$ cat src/sv/smv_pkg.sv
// ----------------------------------------------------------------------------
// smv_pkg
// Shared types, register indexes and constants of the sphere mesh generator.
// ----------------------------------------------------------------------------
`default_nettype none
package smv_pkg;

  localparam int TRIG_FRAC_BITS_DEF  = 16;
  localparam int COORD_FRAC_BITS_DEF = 8;

  localparam int CFG_IDX_W  = 2;
  localparam int CFG_DATA_W = 16;
  localparam logic [CFG_IDX_W-1:0] REG_RADIUS = 2'd0;
  localparam logic [CFG_IDX_W-1:0] REG_SLICES = 2'd1;
  localparam logic [CFG_IDX_W-1:0] REG_STACKS = 2'd2;

  localparam logic [15:0] RADIUS_RST = 16'd256;
  localparam logic [7:0]  SLICES_RST = 8'd10;
  localparam logic [7:0]  STACKS_RST = 8'd10;

  localparam logic [1:0] SEC_TOP    = 2'd0;
  localparam logic [1:0] SEC_SIDE   = 2'd1;
  localparam logic [1:0] SEC_BOTTOM = 2'd2;

  localparam int COORD_W = 17;
  localparam int IDX_W   = 9;
  localparam int QUEUE_DEPTH = 2;

  typedef struct packed {
    logic [15:0] radius;
    logic [7:0]  slices;
    logic [7:0]  stacks;
  } cfg_t;

  typedef struct packed {
    logic [IDX_W-1:0] slice;
    logic [IDX_W-1:0] ring;
    logic             tri_end;
    logic             mesh_end;
  } vertex_t;

endpackage
`default_nettype wire

$ cat src/sv/smv_in_if.sv
// ----------------------------------------------------------------------------
// smv_in_if
// Input tick channel: valid, ready and the restart flag.
// ----------------------------------------------------------------------------
`default_nettype none
interface smv_in_if;
  logic valid;
  logic ready;
  logic restart;
  modport source (output valid, output restart, input ready);
  modport sink (input valid, input restart, output ready);
endinterface
`default_nettype wire

$ cat src/sv/smv_out_if.sv
// ----------------------------------------------------------------------------
// smv_out_if
// Vertex result channel: valid, ready, coordinates and end flags.
// ----------------------------------------------------------------------------
`default_nettype none
interface smv_out_if;
  logic                               valid;
  logic                               ready;
  logic signed [smv_pkg::COORD_W-1:0] x_coord;
  logic signed [smv_pkg::COORD_W-1:0] y_coord;
  logic signed [smv_pkg::COORD_W-1:0] z_coord;
  logic                               triangle_end;
  logic                               mesh_end;
  modport source (output valid, output x_coord, output y_coord, output z_coord,
                  output triangle_end, output mesh_end, input ready);
  modport sink (input valid, input x_coord, input y_coord, input z_coord,
                input triangle_end, input mesh_end, output ready);
endinterface
`default_nettype wire

$ cat src/sv/smv_cfg_if.sv
// ----------------------------------------------------------------------------
// smv_cfg_if
// Configuration write channel: valid, ready, register index and data.
// ----------------------------------------------------------------------------
`default_nettype none
interface smv_cfg_if;
  logic                              valid;
  logic                              ready;
  logic [smv_pkg::CFG_IDX_W-1:0]     index;
  logic [smv_pkg::CFG_DATA_W-1:0]    data;
  modport source (output valid, output index, output data, input ready);
  modport sink (input valid, input index, input data, output ready);
endinterface
`default_nettype wire

$ cat src/sv/smv_front.sv
// ----------------------------------------------------------------------------
// smv_front
// Vertex sequencer: walks caps and side quads, emits slice/ring per tick.
// ----------------------------------------------------------------------------
`default_nettype none
module smv_front (
  input  wire logic            clk,
  input  wire logic            rst,
  input  wire smv_pkg::cfg_t   cfg,
  smv_in_if.sink               vin,
  output smv_pkg::vertex_t     push_data,
  output logic                 push_valid,
  input  wire logic            push_ready
);

  logic [1:0] section, section_next;
  logic [7:0] slice_index, slice_index_next;
  logic [7:0] ring_index, ring_index_next;
  logic [2:0] corner_index, corner_index_next;

  logic [1:0] sec;
  logic [7:0] ci, cj;
  logic [2:0] ck;
  logic [8:0] n9, m9, i0, i1, j0, j1;
  logic       fire;

  assign fire       = vin.valid && push_ready;
  assign vin.ready  = push_ready;
  assign push_valid = vin.valid;

  always_comb begin
    if (vin.restart) begin
      sec = smv_pkg::SEC_TOP;
      ci  = 8'd0;
      cj  = 8'd1;
      ck  = 3'd0;
    end else begin
      sec = section;
      ci  = slice_index;
      cj  = ring_index;
      ck  = corner_index;
    end
    n9 = (cfg.slices == 8'd0) ? 9'd1 : {1'b0, cfg.slices};
    m9 = {1'b0, cfg.stacks};
    i0 = {1'b0, ci};
    i1 = i0 + 9'd1;
    j0 = {1'b0, cj};
    j1 = j0 + 9'd1;

    section_next      = sec;
    slice_index_next  = ci;
    ring_index_next   = cj;
    corner_index_next = ck + 3'd1;
    push_data.slice   = i0;
    push_data.ring    = j0;
    push_data.tri_end = 1'b0;
    push_data.mesh_end = 1'b0;

    case (sec)
      smv_pkg::SEC_TOP: begin
        push_data.slice = (ck >= 3'd2) ? i1 : i0;
        push_data.ring  = (ck == 3'd0) ? 9'd0 : 9'd1;
        if (ck >= 3'd2) begin
          push_data.tri_end = 1'b1;
          corner_index_next = 3'd0;
          if (i1 >= n9) begin
            slice_index_next = 8'd0;
            ring_index_next  = 8'd1;
            section_next     = (m9 == 9'd0) ? smv_pkg::SEC_BOTTOM : smv_pkg::SEC_SIDE;
          end else begin
            slice_index_next = i1[7:0];
          end
        end
      end
      smv_pkg::SEC_SIDE: begin
        case (ck)
          3'd0: begin push_data.slice = i0; push_data.ring = j0; end
          3'd1: begin push_data.slice = i0; push_data.ring = j1; end
          3'd2: begin push_data.slice = i1; push_data.ring = j0; end
          3'd3: begin push_data.slice = i1; push_data.ring = j0; end
          3'd4: begin push_data.slice = i0; push_data.ring = j1; end
          default: begin push_data.slice = i1; push_data.ring = j1; end
        endcase
        if (ck == 3'd2) push_data.tri_end = 1'b1;
        if (ck >= 3'd5) begin
          push_data.tri_end = 1'b1;
          corner_index_next = 3'd0;
          if (j1 > m9) begin
            ring_index_next = 8'd1;
            if (i1 >= n9) begin
              slice_index_next = 8'd0;
              section_next     = smv_pkg::SEC_BOTTOM;
            end else begin
              slice_index_next = i1[7:0];
            end
          end else begin
            ring_index_next = j1[7:0];
          end
        end
      end
      default: begin
        push_data.slice = (ck >= 3'd2) ? i1 : i0;
        push_data.ring  = (ck == 3'd0) ? (m9 + 9'd2) : (m9 + 9'd1);
        if (ck >= 3'd2) begin
          push_data.tri_end = 1'b1;
          if (i1 >= n9) begin
            push_data.mesh_end = 1'b1;
            section_next      = smv_pkg::SEC_TOP;
            slice_index_next  = 8'd0;
            ring_index_next   = 8'd1;
            corner_index_next = 3'd0;
          end else begin
            slice_index_next  = i1[7:0];
            corner_index_next = 3'd0;
          end
        end
      end
    endcase
  end

  always_ff @(posedge clk) begin
    if (rst) begin
      section      <= smv_pkg::SEC_TOP;
      slice_index  <= 8'd0;
      ring_index   <= 8'd1;
      corner_index <= 3'd0;
    end else if (fire) begin
      section      <= section_next;
      slice_index  <= slice_index_next;
      ring_index   <= ring_index_next;
      corner_index <= corner_index_next;
    end
  end

endmodule
`default_nettype wire

$ cat src/sv/smv_queue.sv
// ----------------------------------------------------------------------------
// smv_queue
// Short FIFO of vertex indexes between sequencer and arithmetic back end.
// ----------------------------------------------------------------------------
`default_nettype none
module smv_queue (
  input  wire logic              clk,
  input  wire logic              rst,
  input  wire smv_pkg::vertex_t  push_data,
  input  wire logic              push_valid,
  output logic                   push_ready,
  output smv_pkg::vertex_t       pop_data,
  output logic                   pop_valid,
  input  wire logic              pop_ready
);

  localparam int DEPTH = smv_pkg::QUEUE_DEPTH;
  localparam int AW    = (DEPTH > 1) ? $clog2(DEPTH) : 1;
  localparam int CW    = $clog2(DEPTH + 1);

  smv_pkg::vertex_t entry [DEPTH];
  logic [AW-1:0] wr_ptr, rd_ptr;
  logic [CW-1:0] count;
  logic          do_push, do_pop;

  assign push_ready = (count != CW'(DEPTH));
  assign pop_valid  = (count != '0);
  assign pop_data   = entry[rd_ptr];
  assign do_push    = push_valid && push_ready;
  assign do_pop     = pop_valid && pop_ready;

  always_ff @(posedge clk) begin
    if (do_push) entry[wr_ptr] <= push_data;
  end

  always_ff @(posedge clk) begin
    if (rst) begin
      wr_ptr <= '0;
      rd_ptr <= '0;
      count  <= '0;
    end else begin
      if (do_push) wr_ptr <= (wr_ptr == AW'(DEPTH - 1)) ? '0 : wr_ptr + AW'(1);
      if (do_pop)  rd_ptr <= (rd_ptr == AW'(DEPTH - 1)) ? '0 : rd_ptr + AW'(1);
      if (do_push && !do_pop) count <= count + CW'(1);
      else if (do_pop && !do_push) count <= count - CW'(1);
    end
  end

endmodule
`default_nettype wire

$ cat src/sv/smv_back.sv
// ----------------------------------------------------------------------------
// smv_back
// Vertex arithmetic: angle division, series sine/cosine, scaling, rounding.
// ----------------------------------------------------------------------------
`default_nettype none
module smv_back #(
  parameter int TRIG_FRAC_BITS  = smv_pkg::TRIG_FRAC_BITS_DEF,
  parameter int COORD_FRAC_BITS = smv_pkg::COORD_FRAC_BITS_DEF
) (
  input  wire logic              clk,
  input  wire logic              rst,
  input  wire smv_pkg::cfg_t     cfg,
  input  wire smv_pkg::vertex_t  pop_data,
  input  wire logic              pop_valid,
  output logic                   pop_ready,
  smv_out_if.source              vout
);

  localparam int T   = TRIG_FRAC_BITS;
  localparam int TMW = T + 1;
  localparam int MA  = (17 + T > 32) ? 17 + T : 32;
  localparam int PW  = MA + 32;
  localparam int DW  = 42;
  localparam int SH1 = 8 + T - COORD_FRAC_BITS;
  localparam int SH2 = 8 + 2 * T - COORD_FRAC_BITS;
  localparam logic [30:0] ONE_Q30 = 31'h4000_0000;
  localparam logic [29:0] PI4_Q30 = 30'd843314857;
  localparam logic [30:0] TRIG_HALF = 31'(1) << (29 - T);

  localparam logic [4:0] ST_IDLE = 5'd0;
  localparam logic [4:0] ST_DIV  = 5'd1;
  localparam logic [4:0] ST_TX   = 5'd2;
  localparam logic [4:0] ST_TX2  = 5'd3;
  localparam logic [4:0] ST_TSET = 5'd4;
  localparam logic [4:0] ST_HP   = 5'd5;
  localparam logic [4:0] ST_HQ   = 5'd6;
  localparam logic [4:0] ST_HC   = 5'd7;
  localparam logic [4:0] ST_PS   = 5'd8;
  localparam logic [4:0] ST_PSS  = 5'd9;
  localparam logic [4:0] ST_TFIN = 5'd10;
  localparam logic [4:0] ST_C1   = 5'd11;
  localparam logic [4:0] ST_C2   = 5'd12;
  localparam logic [4:0] ST_C3   = 5'd13;
  localparam logic [4:0] ST_C4   = 5'd14;
  localparam logic [4:0] ST_C5   = 5'd15;
  localparam logic [4:0] ST_C6   = 5'd16;
  localparam logic [4:0] ST_OUT  = 5'd17;

  logic [4:0] state;

  logic [DW-1:0] dva, dvp;
  logic [9:0]    rema, remp;
  logic [31:0]   qa, qp;
  logic [5:0]    cnt;
  logic          tri_end, mesh_end;

  logic          pass, cosph;
  logic [2:0]    term;
  logic [29:0]   x, x2;
  logic [30:0]   t, v, ps;
  logic [TMW-1:0] sa_mag, ca_mag, sp_mag, cp_mag;
  logic          sa_neg, ca_neg, sp_neg, cp_neg;
  logic [PW-1:0] prod, xraw, yraw, zraw;

  logic [MA-1:0] mul_a;
  logic [31:0]   mul_b;

  logic [31:0]   phase;
  logic [2:0]    oct;
  logic [29:0]   ang;
  logic [7:0]    kval;
  logic [31:0]   recip;
  logic [29:0]   q0;
  logic [33:0]   rres;
  logic [30:0]   qc;
  logic [9:0]    ta, tp, n10, d10;
  logic [30:0]   pcv, spv, cpv, spr, cpr;
  logic [TMW-1:0] sr, cr;
  logic          sneg, cneg;
  logic [8:0]    nsl, dst;

  assign nsl = (cfg.slices == 8'd0) ? 9'd1 : {1'b0, cfg.slices};
  assign dst = {1'b0, cfg.stacks} + 9'd2;
  assign n10 = {1'b0, nsl};
  assign d10 = {1'b0, dst};
  assign ta  = {rema[8:0], dva[DW-1]};
  assign tp  = {remp[8:0], dvp[DW-1]};

  assign phase = pass ? qp : qa;
  assign oct   = phase[31:29];
  assign ang   = oct[0] ? (30'h2000_0000 - {1'b0, phase[28:0]}) : {1'b0, phase[28:0]};

  always_comb begin
    case ({cosph, term})
      4'b0000: begin kval = 8'd110; recip = 32'd39045157;   end
      4'b0001: begin kval = 8'd72;  recip = 32'd59652323;   end
      4'b0010: begin kval = 8'd42;  recip = 32'd102261126;  end
      4'b0011: begin kval = 8'd20;  recip = 32'd214748364;  end
      4'b0100: begin kval = 8'd6;   recip = 32'd715827882;  end
      4'b1000: begin kval = 8'd132; recip = 32'd32537631;   end
      4'b1001: begin kval = 8'd90;  recip = 32'd47721858;   end
      4'b1010: begin kval = 8'd56;  recip = 32'd76695844;   end
      4'b1011: begin kval = 8'd30;  recip = 32'd143165576;  end
      4'b1100: begin kval = 8'd12;  recip = 32'd357913941;  end
      default: begin kval = 8'd2;   recip = 32'd2147483648; end
    endcase
  end

  assign q0   = prod[61:32];
  assign rres = {3'b0, v} - ({4'b0, q0} * {26'b0, kval});
  assign qc   = {1'b0, q0} + ((rres >= {26'b0, kval}) ? 31'd1 : 31'd0);

  assign pcv = t;
  assign spv = oct[0] ? pcv : ps;
  assign cpv = oct[0] ? ps : pcv;
  assign spr = (spv + TRIG_HALF) >> (30 - T);
  assign cpr = (cpv + TRIG_HALF) >> (30 - T);

  always_comb begin
    case (oct[2:1])
      2'd0:    begin sr = spr[TMW-1:0]; sneg = 1'b0; cr = cpr[TMW-1:0]; cneg = 1'b0; end
      2'd1:    begin sr = cpr[TMW-1:0]; sneg = 1'b0; cr = spr[TMW-1:0]; cneg = 1'b1; end
      2'd2:    begin sr = spr[TMW-1:0]; sneg = 1'b1; cr = cpr[TMW-1:0]; cneg = 1'b1; end
      default: begin sr = cpr[TMW-1:0]; sneg = 1'b1; cr = spr[TMW-1:0]; cneg = 1'b0; end
    endcase
  end

  always_comb begin
    mul_a = '0;
    mul_b = '0;
    case (state)
      ST_TX:  begin mul_a = MA'(ang);          mul_b = 32'(PI4_Q30); end
      ST_TX2: begin mul_a = MA'(prod[58:29]);  mul_b = 32'(prod[58:29]); end
      ST_HP:  begin mul_a = MA'(x2);           mul_b = 32'(t); end
      ST_HQ:  begin mul_a = MA'(prod[60:30]);  mul_b = recip; end
      ST_PS:  begin mul_a = MA'(x);            mul_b = 32'(t); end
      ST_C1:  begin mul_a = MA'(cfg.radius);   mul_b = 32'(ca_mag); end
      ST_C2:  begin mul_a = prod[MA-1:0];      mul_b = 32'(sp_mag); end
      ST_C3:  begin mul_a = MA'(cfg.radius);   mul_b = 32'(sa_mag); end
      ST_C4:  begin mul_a = prod[MA-1:0];      mul_b = 32'(sp_mag); end
      ST_C5:  begin mul_a = MA'(cfg.radius);   mul_b = 32'(cp_mag); end
      default: begin mul_a = '0;               mul_b = '0; end
    endcase
  end

  always_ff @(posedge clk) begin
    prod <= PW'(mul_a) * PW'(mul_b);
  end

  function automatic logic [smv_pkg::COORD_W-1:0] rnd_coord(
    input logic [PW-1:0] raw, input int sh, input logic neg);
    logic [PW-1:0] r;
    logic [smv_pkg::COORD_W-1:0] m;
    r = (raw >> sh) + PW'(raw[sh-1]);
    if (r > PW'(65535)) r = PW'(65535);
    m = r[smv_pkg::COORD_W-1:0];
    return neg ? (~m + 1'b1) : m;
  endfunction

  assign pop_ready = (state == ST_IDLE);

  always_ff @(posedge clk) begin
    case (state)
      ST_IDLE: begin
        dva      <= {1'b0, pop_data.slice, 32'b0} + DW'(nsl >> 1);
        dvp      <= {2'b0, pop_data.ring, 31'b0} + DW'(dst >> 1);
        rema     <= '0;
        remp     <= '0;
        tri_end  <= pop_data.tri_end;
        mesh_end <= pop_data.mesh_end;
        cnt      <= 6'(DW - 1);
        pass     <= 1'b0;
      end
      ST_DIV: begin
        dva <= {dva[DW-2:0], 1'b0};
        dvp <= {dvp[DW-2:0], 1'b0};
        if (ta >= n10) begin
          rema <= ta - n10;
          qa   <= {qa[30:0], 1'b1};
        end else begin
          rema <= ta;
          qa   <= {qa[30:0], 1'b0};
        end
        if (tp >= d10) begin
          remp <= tp - d10;
          qp   <= {qp[30:0], 1'b1};
        end else begin
          remp <= tp;
          qp   <= {qp[30:0], 1'b0};
        end
        cnt <= cnt - 6'd1;
      end
      ST_TX2: x <= prod[58:29];
      ST_TSET: begin
        x2    <= prod[59:30];
        t     <= ONE_Q30;
        term  <= 3'd0;
        cosph <= 1'b0;
      end
      ST_HQ: v <= prod[60:30];
      ST_HC: begin
        t    <= ONE_Q30 - qc;
        term <= term + 3'd1;
      end
      ST_PSS: begin
        ps    <= prod[60:30];
        t     <= ONE_Q30;
        term  <= 3'd0;
        cosph <= 1'b1;
      end
      ST_TFIN: begin
        if (!pass) begin
          sa_mag <= sr; sa_neg <= sneg && (sr != '0);
          ca_mag <= cr; ca_neg <= cneg && (cr != '0);
        end else begin
          sp_mag <= sr; sp_neg <= sneg && (sr != '0);
          cp_mag <= cr; cp_neg <= cneg && (cr != '0);
        end
        pass <= 1'b1;
      end
      ST_C3: xraw <= prod;
      ST_C5: zraw <= prod;
      ST_C6: yraw <= prod;
      default: begin end
    endcase
  end

  always_ff @(posedge clk) begin
    if (state == ST_OUT && (!vout.valid || vout.ready)) begin
      vout.x_coord      <= rnd_coord(xraw, SH2, ca_neg ^ sp_neg);
      vout.z_coord      <= rnd_coord(zraw, SH2, sa_neg ^ sp_neg);
      vout.y_coord      <= rnd_coord(yraw, SH1, cp_neg);
      vout.triangle_end <= tri_end;
      vout.mesh_end     <= mesh_end;
    end
  end

  always_ff @(posedge clk) begin
    if (rst) begin
      state      <= ST_IDLE;
      vout.valid <= 1'b0;
    end else begin
      if (state == ST_OUT && (!vout.valid || vout.ready)) begin
        vout.valid <= 1'b1;
      end else if (vout.valid && vout.ready) begin
        vout.valid <= 1'b0;
      end
      case (state)
        ST_IDLE: if (pop_valid) state <= ST_DIV;
        ST_DIV:  if (cnt == 6'd0) state <= ST_TX;
        ST_TX:   state <= ST_TX2;
        ST_TX2:  state <= ST_TSET;
        ST_TSET: state <= ST_HP;
        ST_HP:   state <= ST_HQ;
        ST_HQ:   state <= ST_HC;
        ST_HC: begin
          if (!cosph && term == 3'd4) state <= ST_PS;
          else if (cosph && term == 3'd5) state <= ST_TFIN;
          else state <= ST_HP;
        end
        ST_PS:   state <= ST_PSS;
        ST_PSS:  state <= ST_HP;
        ST_TFIN: state <= pass ? ST_C1 : ST_TX;
        ST_C1:   state <= ST_C2;
        ST_C2:   state <= ST_C3;
        ST_C3:   state <= ST_C4;
        ST_C4:   state <= ST_C5;
        ST_C5:   state <= ST_C6;
        ST_C6:   state <= ST_OUT;
        ST_OUT: begin
          if (!vout.valid || vout.ready) state <= ST_IDLE;
        end
        default: state <= ST_IDLE;
      endcase
    end
  end

endmodule
`default_nettype wire

$ cat src/sv/sphere_mesh_vertex_generator.sv
// ----------------------------------------------------------------------------
// sphere_mesh_vertex_generator
// UV sphere triangle-list generator, one vertex per input transaction.
// ----------------------------------------------------------------------------
// Channels: vin takes one tick per transaction (restart = 1 starts over at the
// first vertex of the mesh); vout delivers one vertex per tick with its
// coordinates in Q.COORD_FRAC_BITS and the triangle and mesh end flags; cfg
// writes radius, slices and stacks by index; the user must write them only
// while the block is idle, as the block itself does not enforce it.
// A sequencer takes ticks into a two-entry queue; the arithmetic back end
// takes one entry at a time: it takes the entry, runs the two bit-serial
// angle dividers side by side, evaluates the Horner sine/cosine for each
// angle on the single shared multiplier, forms the coordinate products and
// loads the output register, and only then takes the next entry.
// A stalled receiver holds the vertex in the output register; the back end
// waits and the queue absorbs up to two further ticks before vin deasserts
// ready. Reset (rst, synchronous) restores radius 1.0, ten slices, ten
// stacks, empties the queue and returns the sequence to the top cap.
// ----------------------------------------------------------------------------
`default_nettype none
module sphere_mesh_vertex_generator #(
  parameter int TRIG_FRAC_BITS  = smv_pkg::TRIG_FRAC_BITS_DEF,
  parameter int COORD_FRAC_BITS = smv_pkg::COORD_FRAC_BITS_DEF
) (
  input wire logic  clk,
  input wire logic  rst,
  smv_in_if.sink    vin,
  smv_out_if.source vout,
  smv_cfg_if.sink   cfg
);

  smv_pkg::cfg_t    cfg_reg;
  smv_pkg::vertex_t push_data, pop_data;
  logic             push_valid, push_ready, pop_valid, pop_ready;

  assign cfg.ready = 1'b1;

  always_ff @(posedge clk) begin
    if (rst) begin
      cfg_reg.radius <= smv_pkg::RADIUS_RST;
      cfg_reg.slices <= smv_pkg::SLICES_RST;
      cfg_reg.stacks <= smv_pkg::STACKS_RST;
    end else if (cfg.valid) begin
      case (cfg.index)
        smv_pkg::REG_RADIUS: cfg_reg.radius <= cfg.data;
        smv_pkg::REG_SLICES: cfg_reg.slices <= cfg.data[7:0];
        smv_pkg::REG_STACKS: cfg_reg.stacks <= cfg.data[7:0];
        default: begin end
      endcase
    end
  end

  smv_front u_front (
    .clk        (clk),
    .rst        (rst),
    .cfg        (cfg_reg),
    .vin        (vin),
    .push_data  (push_data),
    .push_valid (push_valid),
    .push_ready (push_ready)
  );

  smv_queue u_queue (
    .clk        (clk),
    .rst        (rst),
    .push_data  (push_data),
    .push_valid (push_valid),
    .push_ready (push_ready),
    .pop_data   (pop_data),
    .pop_valid  (pop_valid),
    .pop_ready  (pop_ready)
  );

  smv_back #(
    .TRIG_FRAC_BITS  (TRIG_FRAC_BITS),
    .COORD_FRAC_BITS (COORD_FRAC_BITS)
  ) u_back (
    .clk       (clk),
    .rst       (rst),
    .cfg       (cfg_reg),
    .pop_data  (pop_data),
    .pop_valid (pop_valid),
    .pop_ready (pop_ready),
    .vout      (vout)
  );

endmodule
`default_nettype wire

$ cat src/flat_wrapper.sv
// flat-port wrapper written by rule: the top's interface ports become plain ports
module sphere_mesh_vertex_generator_flat 
#(
  parameter int TRIG_FRAC_BITS  = smv_pkg::TRIG_FRAC_BITS_DEF,
  parameter int COORD_FRAC_BITS = smv_pkg::COORD_FRAC_BITS_DEF
)
  (clk, rst, vin_valid, vin_restart, vin_ready, vout_valid, vout_x_coord, vout_y_coord, vout_z_coord, vout_triangle_end, vout_mesh_end, vout_ready, cfg_valid, cfg_index, cfg_data, cfg_ready);
  smv_in_if vin_i ();
  smv_out_if vout_i ();
  smv_cfg_if cfg_i ();
  input wire logic clk;
  input wire logic rst;
  input wire logic [$bits(vin_i.valid)-1:0] vin_valid;
  input wire logic [$bits(vin_i.restart)-1:0] vin_restart;
  output wire logic [$bits(vin_i.ready)-1:0] vin_ready;
  output wire logic [$bits(vout_i.valid)-1:0] vout_valid;
  output wire logic [$bits(vout_i.x_coord)-1:0] vout_x_coord;
  output wire logic [$bits(vout_i.y_coord)-1:0] vout_y_coord;
  output wire logic [$bits(vout_i.z_coord)-1:0] vout_z_coord;
  output wire logic [$bits(vout_i.triangle_end)-1:0] vout_triangle_end;
  output wire logic [$bits(vout_i.mesh_end)-1:0] vout_mesh_end;
  input wire logic [$bits(vout_i.ready)-1:0] vout_ready;
  input wire logic [$bits(cfg_i.valid)-1:0] cfg_valid;
  input wire logic [$bits(cfg_i.index)-1:0] cfg_index;
  input wire logic [$bits(cfg_i.data)-1:0] cfg_data;
  output wire logic [$bits(cfg_i.ready)-1:0] cfg_ready;
  assign vin_i.valid = vin_valid;
  assign vin_i.restart = vin_restart;
  assign vin_ready = vin_i.ready;
  assign vout_valid = vout_i.valid;
  assign vout_x_coord = vout_i.x_coord;
  assign vout_y_coord = vout_i.y_coord;
  assign vout_z_coord = vout_i.z_coord;
  assign vout_triangle_end = vout_i.triangle_end;
  assign vout_mesh_end = vout_i.mesh_end;
  assign vout_i.ready = vout_ready;
  assign cfg_i.valid = cfg_valid;
  assign cfg_i.index = cfg_index;
  assign cfg_i.data = cfg_data;
  assign cfg_ready = cfg_i.ready;
  sphere_mesh_vertex_generator #(.TRIG_FRAC_BITS(TRIG_FRAC_BITS), .COORD_FRAC_BITS(COORD_FRAC_BITS)) u_core (.clk(clk), .rst(rst), .vin(vin_i), .vout(vout_i), .cfg(cfg_i));
endmodule
$ cat config.mk
export PLATFORM = sky130hd
export DESIGN_NAME = sphere_mesh_vertex_generator_flat
export DESIGN_NICKNAME = d
export VERILOG_FILES = /design/src/sv/smv_pkg.sv /design/src/sv/smv_in_if.sv /design/src/sv/smv_out_if.sv /design/src/sv/smv_cfg_if.sv /design/src/sv/smv_front.sv /design/src/sv/smv_queue.sv /design/src/sv/smv_back.sv /design/src/sv/sphere_mesh_vertex_generator.sv /design/src/flat_wrapper.sv
export SDC_FILE = /design/constraint.sdc
export NUM_CORES = 2
export LEC_CHECK = 0
export ABC_AREA = 1
export BUFFER_PORTS_ARGS = -buffer_cell sky130_fd_sc_hd__buf_2
export CAP_MARGIN = 20
export CORE_ASPECT_RATIO = 2
export CORE_MARGIN = 2
export CORE_UTILIZATION = 50
export CTS_CLUSTER_SIZE = 8
export DETAILED_ROUTE_END_ITERATION = 6
export GPL_TIMING_DRIVEN = 0
export PLACE_DENSITY = 0.78
export SLEW_MARGIN = 25
export SYNTH_ARGS = -nofsm -noshare
export SYNTH_HDL_FRONTEND = slang
export SYNTH_SLANG_ARGS = --single-unit
$ cat constraint.sdc
create_clock -name clk -period 9.7 [get_ports clk]
set_input_delay 1.94 -clock clk [delete_from_list [all_inputs] [get_ports clk]]
set_output_delay 1.94 -clock clk [all_outputs]
set_load 0.05 [all_outputs]
==> key figures <==
Run status
  • Status: finished, violations left
  • Failing checks: design-rule violations, negative setup slack

Synthesis
  • Most common flop cell mapped by yosys: edfxtp_1
  • Post-synth EDFFs: 602
  • Netlist cell types: 74
  • Ys async rst share: 0%
  • Register area share after synthesis: 26.0%
  • Flops & latches, synth: 731
  • Avg Cell Area, Syn: 8.44 um2
  • Mapped Cells: 9409
  • Mapped cell area: 79400 um2
  • Synth warnings: 0

Floorplanning
  • I/O Pins: 80
  • Die width: 286 um
  • Rows: 206
  • Die Ht: 568 um
  • Core ar.: 158000 um2
  • Die area: 162000 um2
  • Starting density of the core: 50.4%

Detailed routing
  • # DRC: 2
  • DR pass1 iterations: 7
  • DRT iter0 DRCs: 6478
  • Drt via density: 5.89
  • Antenna viol nets, final: 0
  • Wire length per cell: 30.6 um
  • Final wirelength: 369 mm
  • Via count: 71000

Setup path
  • CP Max Fanout: 10
  • Crit Path Class: reg2reg
  • Worst Setup Start Kind: register
  • Worst reg-to-reg path cell count: 34
  • CP dominant cell by count: fa_1
  • Critical path capture point type: register
  • RR Endpoint: u_core.u_back.prod[56]
  • CP max stage delay: 0.60 ns
  • Worst reg2reg startpoint: u_core.u_back.state[4]
  • Arrival @ worst endpoint: 10.68 ns
  • Worst path buffer plus inverter count: 12
  • Slowest CP cell: fa_2
  • WP data required: 10.24 ns
  • CP delay by family, top: adder cells
  • Flop2flop setup slack: -0.44 ns

Global route
  • First-pass GRT wire length: 520 mm
  • Largest net degree at the start of global routing: 55
  • GRT overflow: 0
  • Initial antenna violation count: 27
  • Number of global-route vias before repair: 74400
  • Total global-route track usage: 46.0%

Timing
  • Final-report max-slew violation count: 0
  • Endpoints failing hold: 0
  • RSZ-0062 raised after global routing: true
  • Final Cycle Share: 105%
  • Final setup viols: 19
  • Max Fclk: 98.6 MHz
  • Worst Slack Setup Final: -0.443 ns
  • Min Clock Period, post-route: 10.14 ns
  • Worst Tran Pin Value: 1.22 ns
  • Max_slew headroom: 18.3%
  • Clock skew: 0.0963 ns

Power
  • Sw frac: 49.8%
  • Combinational Power Share: 57.5%
  • Register share of total power: 25.1%
  • Peak supply drop: 0.000369 V
  • Switch Pwr: 9.80 mW
  • Total power: 19.7 mW
  • Pwr Density: 214 nW/um2
  • Clk pwr share: 17.5%
  • Lkg Pwr: 42.0 nW
  • Internal power: 9.88 mW

CTS
  • Worst-Skew Late Latency: 0.74 ns
  • Clk slew on worst S/H paths: 0.06 ns
  • Hold-fix buffers at CTS: 0
  • CTS Buf Count: 101
  • Clk sinks: 731
  • CTS tree: built
  • Root Driver: clkbuf_16
  • CTS Buffer Depth: 3
  • Total number of H-tree levels: 3

Cells and area
  • Fill cells: 14400
  • Area of the multi-input gates: 52700 um2
  • Top flop regs: u_core.u_back.prod: 65 flops, u_core.u_back.yraw: 50 flops
  • Share of post-route cells with drive strength above 1: 13.3%
  • Biggest register: u_core.u_back.prod
  • Reg area: 20700 um2
  • Largest register FFs: 65
  • Layout Area Growth over Synthesis: 15.7%
  • Commonest non-fill, non-tap cells in the layout: inv_1 (1920), nand2_1 (1746), nor2_1 (1176)
  • Most common library cell in the layout ignoring fill and taps: inv_1
  • Nets: 11400

Place
  • Gpl congestion: 1.09
  • Post-Place Worst Slack: -3.40 ns
  • # port buffers: 77
  • DP Wirelength: 289 mm

Min path
  • Hold EP: u_core.u_back.vout.triangle_end
  • Worst min path class: reg2reg
  • Hold Crit Depth: 0
  • Min-Delay Startpoint: u_core.u_back.tri_end

Job
  • Maximum Capacitance Violations: 0
[Yosys cell counts, types with 23 or more instances]
library cell / number / area share [%]
xor2_1: 170 / 1.9
nand3_1: 200 / 1.3
nor3_1: 100 / 0.63
xnor2_1: 74 / 0.82
nand2_1: 1804 / 8.5
nor2_1: 1255 / 5.9
buf_2: 33 / 0.21
a211oi_1: 34 / 0.32
clkbuf_1: 209 / 0.99
nand2_2: 23 / 0.18
fa_1: 1092 / 28
ha_1: 445 / 7.0
clkinv_1: 24 / 0.11
edfxtp_1: 602 / 23
o21ai_1: 34 / 0.21
inv_1: 1997 / 9.4
or2_2: 33 / 0.26
inv_2: 26 / 0.12
a21oi_1: 314 / 2.0
a31oi_1: 28 / 0.22
o21ai_0: 338 / 2.1
dfxtp_1: 129 / 3.3
nand4_1: 99 / 0.78
o211ai_1: 37 / 0.35
[kinds of logic after synthesis]
group,synth area share [%]
other,0.00945
XOR/XNOR,2.69
adder cells (fa/ha/maj),34.5
AND/OR/NAND/NOR,18.8
flip-flops,26.0
multiplexers,0.0914
AO/OA/AOI/OAI,6.73
buffers and inverters,11.2
[metrics by stage]
stage / util (%) / cell area (um2) / setup TNS [ns] / std cells / hold slack, ns
after global routing: 58.2 / 91800 / -7.47 / 12000 / 0.431
final: 58.3 / 91900 / -4.28 / 12100 / 0.437
after CTS: 57.2 / 90200 / -0.103 / 12000 / 0.427
after detailed placement: 53.0 / 83600 / -122.88 / 11700 / 0.423
after floorplan: - / 79600 / 0 / 9439 / 0.400
after global placement: 52.3 / 82500 / -272.44 / 11600 / 0.425
[per-layer routing]
metal  vias to the layer above  global-route usage, %  routed length [um]
li1                      30000                      -                   -
met1                     34700                   41.0              103000
met2                      4172                   77.1              177000
met3                      2130                   11.4               29800
met4                        10                   56.5               59500
met5                         -                      0                  61
[how the worst max path moves through the flow]
stage / start / endpoint / slack (ns) / cells past startpoint
after global placement: u_core.u_back.state[0] / u_core.u_back.prod[62] / -6.09 / 35
after floorplan: u_core.u_back.state[2] / u_core.u_back.prod[60] / 0.28 / 36
after detailed placement: u_core.u_back.state[0] / u_core.u_back.prod[53] / -3.40 / 40
after global routing: u_core.u_back.pass / u_core.u_back.prod[64] / -0.50 / 40
after CTS: u_core.u_back.pass / u_core.u_back.prod[64] / -0.06 / 43
final: u_core.u_back.state[4] / u_core.u_back.prod[56] / -0.44 / 34
[power groups by stage]
stage | Clock [mW] | Sequential, mW | Combinational (mW)
floorplan | 0 | 4.54 | 6.61
global placement | 0 | 4.98 | 9.65
detailed placement | 0 | 4.91 | 9.96
CTS | 3.44 | 4.87 | 10.6
global route | 3.56 | 4.92 | 12.2
finish | 3.44 | 4.93 | 11.3
[cell type report]
cell class / count / area share, %
multi-input combinational: 6387 / 57.3
sequential: 731 / 22.5
inverter: 2049 / 8.64
timing repair buffer: 347 / 3.26
clock buffer: 172 / 3.04
tap: 2080 / 2.83
buffer: 265 / 2.15
clock inverter: 7 / 0.191
antenna: 22 / 0.0599
[repair_timing]
item	in CTS	in global routing
pin swaps	169	159
gates resized for setup	763	350
gates cloned	1	0
buffers inserted	137	80
endpoints found under the setup margin	70	46
Note: power is estimated with default switching activity, not from simulation.
